===== src/sv/double_hash_server_placement_unit_macros.svh =====
// Assertion macros shared by the placement unit.
`ifndef DOUBLE_HASH_SERVER_PLACEMENT_UNIT_MACROS_SVH
`define DOUBLE_HASH_SERVER_PLACEMENT_UNIT_MACROS_SVH
`ifndef NO_ASSERTIONS
`define DHSP_ASSERT(lbl, clk, rst, prop) \
   lbl: assert property (@(posedge clk) disable iff (rst) prop) \
      else $error("dhsp assertion failed");
`define DHSP_NEVER(lbl, clk, rst, cond) \
   lbl: assert property (@(posedge clk) disable iff (rst) !(cond)) \
      else $error("dhsp forbidden condition seen");
`else
`define DHSP_ASSERT(lbl, clk, rst, prop)
`define DHSP_NEVER(lbl, clk, rst, cond)
`endif
`endif


===== src/sv/dhsp_pkg.sv =====
// ----------------------------------------------------------------------------
// dhsp_pkg
// Types and constants shared by the double hash server placement unit.
// ----------------------------------------------------------------------------
package dhsp_pkg;
   localparam int MAX_SERVERS = 1024;
   localparam int SLOT_LIMIT  = 32;
   localparam int SRV_W       = $clog2(MAX_SERVERS);
   localparam int CNT_W       = SRV_W + 1;
   localparam int OCC_W       = 6;
   localparam int SLOT_W      = 5;
   localparam int HASH_W      = 32;
   localparam int BIT_CNT_W   = $clog2(HASH_W);

   localparam logic [7:0]  SPACE_CHAR = 8'h20;
   localparam logic [31:0] HOME_MULT  = 32'd7919;
   localparam logic [31:0] STEP_MULT  = 32'd104729;
   localparam logic [31:0] STEP_ADD   = 32'd123;

   localparam logic [1:0] CSR_SERVER_COUNT    = 2'd0;
   localparam logic [1:0] CSR_SERVER_CAPACITY = 2'd1;

   localparam logic STATUS_PLACED  = 1'b0;
   localparam logic STATUS_DROPPED = 1'b1;

   typedef struct packed {
      logic [7:0] char_code;
      logic       last_char;
   } req_type;

   typedef struct packed {
      logic [SRV_W-1:0]  placed_server;
      logic [SRV_W-1:0]  home_server;
      logic [SLOT_W-1:0] slot_taken;
      logic              moved;
      logic              status;
   } rsp_type;

   // Handoff from the front queue to the back end.
   typedef struct packed {
      logic       valid;
      logic [7:0] checksum;
   } job_type;

   typedef struct packed {
      logic [CNT_W-1:0] server_count;
      logic [OCC_W-1:0] capacity;
   } cfg_type;
endpackage


===== src/sv/dhsp_front.sv =====
// ----------------------------------------------------------------------------
// dhsp_front
// Folds characters into the checksum and queues finished requests.
// ----------------------------------------------------------------------------
module dhsp_front (
   input  logic             clock,
   input  logic             reset,
   input  logic             req_valid,
   output logic             req_stall,
   input  dhsp_pkg::req_type req_data,
   input  logic             clearing,
   output dhsp_pkg::job_type job,
   input  logic             job_pop
);
   logic [7:0] csum_ff, csum_in, csum_next;
   logic [7:0] q_ff [2];
   logic       wr_ptr_ff, rd_ptr_ff;
   logic [1:0] count_ff;
   logic       accept, push, pop;

   assign req_stall = clearing || (count_ff == 2'd2);
   assign accept    = req_valid && !req_stall;
   assign csum_next = (req_data.char_code != dhsp_pkg::SPACE_CHAR) ?
                      (csum_ff ^ req_data.char_code) : csum_ff;
   assign push      = accept && req_data.last_char;
   assign pop       = job_pop && (count_ff != 2'd0);

   always_comb begin
      csum_in = csum_ff;
      if (accept) begin
         csum_in = req_data.last_char ? 8'd0 : csum_next;
      end
   end

   always_ff @(posedge clock) begin
      if (reset) begin
         csum_ff   <= 8'd0;
         wr_ptr_ff <= 1'b0;
         rd_ptr_ff <= 1'b0;
         count_ff  <= 2'd0;
      end else begin
         csum_ff <= csum_in;
         if (push) begin
            wr_ptr_ff <= ~wr_ptr_ff;
         end
         if (pop) begin
            rd_ptr_ff <= ~rd_ptr_ff;
         end
         count_ff <= count_ff + {1'b0, push} - {1'b0, pop};
      end
   end

   always_ff @(posedge clock) begin
      if (push) begin
         q_ff[wr_ptr_ff] <= csum_next;
      end
   end

   assign job.valid    = (count_ff != 2'd0);
   assign job.checksum = q_ff[rd_ptr_ff];
endmodule


===== config.mk =====
export PLATFORM = sky130hd
export DESIGN_NAME = dhsp_front
export DESIGN_NICKNAME = d
export VERILOG_FILES = /design/src/sv/double_hash_server_placement_unit_macros.svh /design/src/sv/dhsp_pkg.sv /design/src/sv/dhsp_front.sv
export SDC_FILE = /design/constraint.sdc
export NUM_CORES = 1
export LEC_CHECK = 0
export BUFFER_PORTS_ARGS = -buffer_cell sky130_fd_sc_hd__clkbuf_2
export CORE_ASPECT_RATIO = 1.75
export CORE_MARGIN = 3
export CORE_UTILIZATION = 45
export CTS_CLUSTER_SIZE = 40
export DETAILED_ROUTE_END_ITERATION = 7
export GPL_TIMING_DRIVEN = 0
export HOLD_SLACK_MARGIN = 0.05
export PLACE_DENSITY = 0.68
export SLEW_MARGIN = 20
export SYNTH_ARGS = -nofsm -noshare
export SYNTH_HDL_FRONTEND = slang
export SYNTH_SLANG_ARGS = --single-unit

===== constraint.sdc =====
create_clock -name clock -period 2.2 [get_ports clock]
set_input_delay 0.44 -clock clock [delete_from_list [all_inputs] [get_ports clock]]
set_output_delay 0.44 -clock clock [all_outputs]
set_load 0.02 [all_outputs]

==> out/results.ini, run 1 <==
[synthesis]
synth_area_leaders = edfxtp_1, dfxtp_1, mux2_2
synthDistinctLibCells = 23
syn-cell-area_um2 = 1270
synth_top_area_share_pct = 37.7
synth-edff-count = 16
yosysSeqAreaShare_pct = 58.1
synthCells = 106
synth-seq-cells = 29
yosysMostFrequentCell = edfxtp_1
avgSynthCellArea_um2 = 12.0
async_flop_share_pct = 0
yosys.area.top_type = edfxtp_1
synth_warnings = 0
ys.flop_type = edfxtp_1
synthTopCellsByCount = edfxtp_1, dfxtp_1, nor2_1
syn_nets = 122

[power]
cellPowerDensity_nw_per_um2 = 914
leakage_uw = 0.000599
power_uw = 1380
ir_worst_vdd_uv = 607

[timing]
relSlewSlack_pct = 52.6
post-route-period-util_pct = 86.3
finalSetupTns_ns = 0
grt_setup_unrepaired = no
worstMarginPinSlew_ns = 0.708
hold_viol = 0
fmax_mhz = 527
finalSetupViolCount = 0
skew_ns = 0.00144
slew_viol_final = 0
min_period_ns = 1.90

[clocking]
holdBufCountCts = 0
cts-buffers-inserted = 5
cts.htree.levels = 2
clkTransAtPathRegs_ns = 0.06
cts_buffer_depth = 2
clock_latency_ns = 0.27
cts_tree = yes
postCtsSetupBuffers = 0
cts_resized = 0
cts_root_buf = clkbuf_8
cts.sinks = 29

[final_layout]
drive_above_1_share_pct = 29.9
final_area_um2 = 1500
n_antenna_cell = 0
final_cells = 163
syn_to_final_growth_pct = 18.0
layout.nets = 152

[placement]
port_buffers = 23
post-dp-hpwl_um = 1600
placed_area_um2 = 1420
placed_cells = 155
gp_congestion = 0.699

[min_path]
hp-class = in -> reg

[die]
start_util_pct = 49.4
ios = 24
die_h_um = 76.4
rows = 24
die_area_um2 = 3530
coreArea_um2 = 2580
die_w_um = 46.2

[global_routing]
grt_max_degree = 11
grt_usage_pct = 13.0
antenna_found_initial = 0
grt_pass1_wl_um = 3310
first_global_vias = 813
grt_remaining_overflow = 0

[worst_setup_path]
critPathCaptureType = register
startpoint_type = input port
cp_max_fo = 10
crit_required_ns = 2.35
critPathArrivalTime_ns = 2.05
crit_type = in -> reg

[run_status]
outcome = finished, final reports clean

[detailed_routing]
routed_via_density = 5.27
route.detailed.drc = 0
routed_wl_um = 2150
drt_iter0_drc = 26
wl_per_cell_um = 13.2
antenna_left = 0
dr_total_vias = 859
drtPass1Iterations = 4

[run]
drv_cap = 0

[critical path: stages]
cell	delay, ns
clkbuf_2	0.08
clkbuf_1	0.34
nand3_1	0.26
ha_1	0.36
inv_1	0.06
ha_1	0.14
xor2_1	0.18
xnor2_1	0.14
nor2_1	0.05
[cell usage in the layout, fill, tap and decap left out]
cell	n
o21ai_0	7
clkbuf_8	5
clkbuf_1	4
nand3b_1	8
clkinv_1	2
edfxtp_1	16
xnor2_1	4
and2_1	1
or4_4	1
or2_2	1
xor2_1	8
nand2_1	2
nor2b_1	2
nand3_1	1
ha_1	2
and3b_1	1
o41ai_4	1
nor2_1	13
a21oi_1	7
clkinv_2	1
inv_1	2
mux2_2	8
clkbuf_2	23
nand2b_1	2
or4_2	1
dfxtp_1	13
a31oi_1	1
[layout make-up]
cell class | instances | area [µm²]
flip-flops and latches | 29 | 741
well taps | 26 | 32.5
repair buffers | 23 | 115
inverters | 2 | 7.51
clock buffers | 5 | 68.8
fillers | 228 | 1080
multi-input cells | 71 | 512
clock inverters | 3 | 12.5
plain buffers | 4 | 15.0
[sequential cells by signal (all words and copies together) (netlist names), named ones only]
register / cells
rd_ptr_ff: 1
count_ff: 2
wr_ptr_ff: 1
q_ff: 16
csum_ff: 8
[final timing paths]
check                          start                 endpoint  slack [ns]  depth (start not counted)
max                      req_data[0]   count_ff[1]$_SDFF_PP0_        0.30                          9
min                            reset  csum_ff[7]$_SDFFE_PP0P_        0.39                          2
max reg2reg   count_ff[1]$_SDFF_PP0_   count_ff[1]$_SDFF_PP0_        0.40                          8
min reg2reg  csum_ff[7]$_SDFFE_PP0P_  csum_ff[7]$_SDFFE_PP0P_        0.50                          2
[per-stage QoR]
step | util (%) | hold WS (ns) | setup slack [ns]
4_1_cts | 58.2 | 0.374 | 0.258
5_1_grt | 58.2 | 0.382 | 0.150
2_1_floorplan | - | 0.463 | 0.362
3_3_place_gp | 55.1 | 0.475 | 0.0428
3_5_place_dp | 55.1 | 0.495 | 0.0156
6_report | 58.2 | 0.386 | 0.301
[metal layers]
layer / part of all wire [%] / track usage (%)
met1: 39 / 12.6
met2: 51 / 21.0
met3: 5.9 / 4.26
met4: 4.3 / 9.69
met5: 0 / 0
[logic make-up after synthesis]
| family | after synthesis | synth area share (%) |
|---|---|---|
| buf+inv | 6 | 1.77 |
| fa+ha+maj | 2 | 1.96 |
| mux | 8 | 7.07 |
| compound gates | 16 | 8.15 |
| flops | 29 | 58.1 |
| simple gates | 33 | 14.7 |
| xor+xnor | 12 | 8.24 |
[power breakdown]
group,total (µW),switching (µW),internal [µW]
logic,336,188,148
clock network,395,183,212
registers,645,20.7,624
total,1380,392,984
Note: power is estimated with default switching activity, not from simulation.
==> run 2, diff against run 1 <==
CELL_PAD_IN_SITES_DETAIL_PLACEMENT = 1   (was default)
CELL_PAD_IN_SITES_GLOBAL_PLACEMENT = 2   (was default)
CORE_UTILIZATION = 33   (was 45)
CTS_BUF_LIST = sky130_fd_sc_hd__clkbuf_4   (was default)
PLACE_DENSITY = 0.77   (was 0.68)
clock period = 1.6 ns   (was 2.2 ns; I/O delays follow)
==> out/results.ini, run 2 (synthesis results as in run 1) <==
[worst_setup_path]
critPathCaptureType = register
cp_max_fo = 3  ; -7
startpoint_type = register
crit_required_ns = 1.80  ; -0.55 ns
critPathArrivalTime_ns = 1.84  ; -0.21 ns
crit_type = reg -> reg

[final_layout]
final_cell_mix = clkbuf_2, edfxtp_1, nor2_1, dfxtp_1, nand3b_1
layout.nets = 153  ; +0.66%
largest_register_ffs = 16  ; unchanged
fill_cells = 418  ; +83%
final_cells = 184  ; +13%
syn_to_final_growth_pct = 25.0
regArea_um2 = 748  ; +1.0%
largestRegisters = q_ff (16), csum_ff (8), count_ff (2)
fin_util_pct = 43.5  ; -15 points
final_common_cell = clkbuf_2
multiInputGateArea_um2 = 576  ; +12%
n_antenna_cell = 0  ; unchanged
drive_above_1_share_pct = 42.0  ; +12 points
largest_register = q_ff

[die]
rows = 29  ; +21%
die_h_um = 88.2  ; +15%
die_w_um = 53.0  ; +15%
die_area_um2 = 4670  ; +32%
ios = 24  ; unchanged
coreArea_um2 = 3660  ; +42%
start_util_pct = 34.8  ; -15 points

[clocking]
holdBufCountCts = 0  ; unchanged
cts.sinks = 29  ; unchanged
cts_root_buf = clkbuf_4
clock_latency_ns = 0.32  ; +0.05 ns
cts_buffer_depth = 2  ; unchanged
cts.htree.levels = 2  ; unchanged
clkTransAtPathRegs_ns = 0.09  ; +0.03 ns
cts-buffers-inserted = 5  ; unchanged
cts_tree = yes

[detailed_routing]
drtPass1Iterations = 3  ; -1
drt_iter0_drc = 6  ; -77%
route.detailed.drc = 0  ; unchanged
antenna_left = 0  ; unchanged
dr_total_vias = 868  ; +1.0%
routed_wl_um = 2500  ; +16%
routed_via_density = 4.72  ; -10%
wl_per_cell_um = 13.6  ; +3.1%

[global_routing]
grt_remaining_overflow = 0  ; unchanged
grt_usage_pct = 12.3  ; -0.65 points
first_global_vias = 906  ; +11%
grt_max_degree = 11  ; unchanged
grt_pass1_wl_um = 4040  ; +22%
antenna_found_initial = 0  ; unchanged

[timing]
hold_viol = 0  ; unchanged
relSlewSlack_pct = 70.6  ; +18 points
slew_viol_final = 0  ; unchanged
grt_setup_unrepaired = yes
post-route-period-util_pct = 103
finalSetupViolCount = 1  ; +1
min_period_ns = 1.64
skew_ns = 0.00909  ; +0.00765 ns
fmax_mhz = 608
hold-worst-slack_ns = 0.216  ; -0.170 ns
worstMarginPinSlew_ns = 0.441  ; -0.267 ns
fin_ws_ns = -0.0450  ; -0.346 ns

[power]
pwr-share-comb_pct = 27.8  ; +3.4 points
p_sw_uw = 556  ; +42%
seqPwrFrac_pct = 49.9  ; +3.0 points
clockPowerShare_pct = 22.3  ; -6.4 points
cellPowerDensity_nw_per_um2 = 1170  ; +28%
p_int_uw = 1310  ; +33%
ir_worst_vdd_uv = 496  ; -18%
leakage_uw = 0.000609  ; +1.8%
power_uw = 1870  ; +36%
switching_share_pct = 29.8  ; +1.3 points

[run_status]
violations = negative setup slack
outcome = finished with violations

[placement]
gp_congestion = 0.665  ; -4.9%
post-dp-hpwl_um = 1940  ; +21%
placed_cells = 175  ; +13%
place_ws_ns = -0.251  ; -0.267 ns
port_buffers = 23  ; unchanged

[min_path]
hp-class = in -> reg

[run]
drv_cap = 0  ; unchanged

-- run 2: changes by cell type in the layout (fill, tap and decap cells not counted), moves of 3 or more --
cell,previous run,this run
clkbuf_4,0,6
buf_4,0,5
clkbuf_8,5,0
clkbuf_2,23,20
-- run 2: layout make-up --
class | count | area share, %
clock inverters | 2 | 0.628
plain buffers | 3 | 0.785
multi-input cells | 71 | 36.1
well taps | 46 | 3.61
repair buffers | 25 | 8.63
clock buffers | 6 | 2.83
inverters | 2 | 0.471
flip-flops and latches | 29 | 46.9
-- run 2: timing repair --
action / in CTS / in global routing
pin swaps: 2 / 0
endpoints found under the setup margin: 26 / 20
gates resized for setup: 7 / 11
hold endpoints to repair: 0 / 0
setup buffers: 2 / 0
gates cloned: 0 / 0
-- run 2: worst paths after layout --
path                                start                       to  slack [ns]  depth (start not counted)
hold reg to reg   csum_ff[0]$_SDFFE_PP0P_  csum_ff[0]$_SDFFE_PP0P_        0.51                          2
setup reg to reg   count_ff[0]$_SDFF_PP0_   count_ff[1]$_SDFF_PP0_       -0.04                          8
hold / removal                      reset  csum_ff[7]$_SDFFE_PP0P_        0.22                          2
setup / recovery   count_ff[0]$_SDFF_PP0_   count_ff[1]$_SDFF_PP0_       -0.04                          8
-- run 2: critical path, stage by stage (launching register included) --
cell	delay [ns]
dfxtp_4	0.36
or2_4	0.24
and2_4	0.15
ha_4	0.25
inv_2	0.04
ha_4	0.15
xor2_2	0.14
xnor2_1	0.13
nor2_1	0.05
-- run 2: per-layer routing --
layer  share of wire, %  vias up  track usage (%)
met5                  0        -                0
met1                 33      407             9.70
met3                4.3        7             3.20
li1                   -      433                -
met4                2.8        0             7.67
met2                 60       21             24.7
-- run 2: power groups by stage --
| stage | Combinational, µW | Clock (µW) | Sequential, µW |
|---|---|---|---|
| final | 518 | 416 | 931 |
| after global routing | 569 | 469 | 939 |
| after CTS | 506 | 438 | 932 |
| after detailed placement | 501 | 0 | 907 |
| after global placement | 487 | 0 | 903 |
| after floorplan | 363 | 0 | 898 |
-- run 2: per-stage QoR --
stage	TNS [ns]	cell area (µm²)
floorplan	-0.0319	1300
global placement	-2.96	1480
detailed placement	-3.64	1480
CTS	-0.0472	1580
global route	-0.137	1590
finish	-0.0450	1590
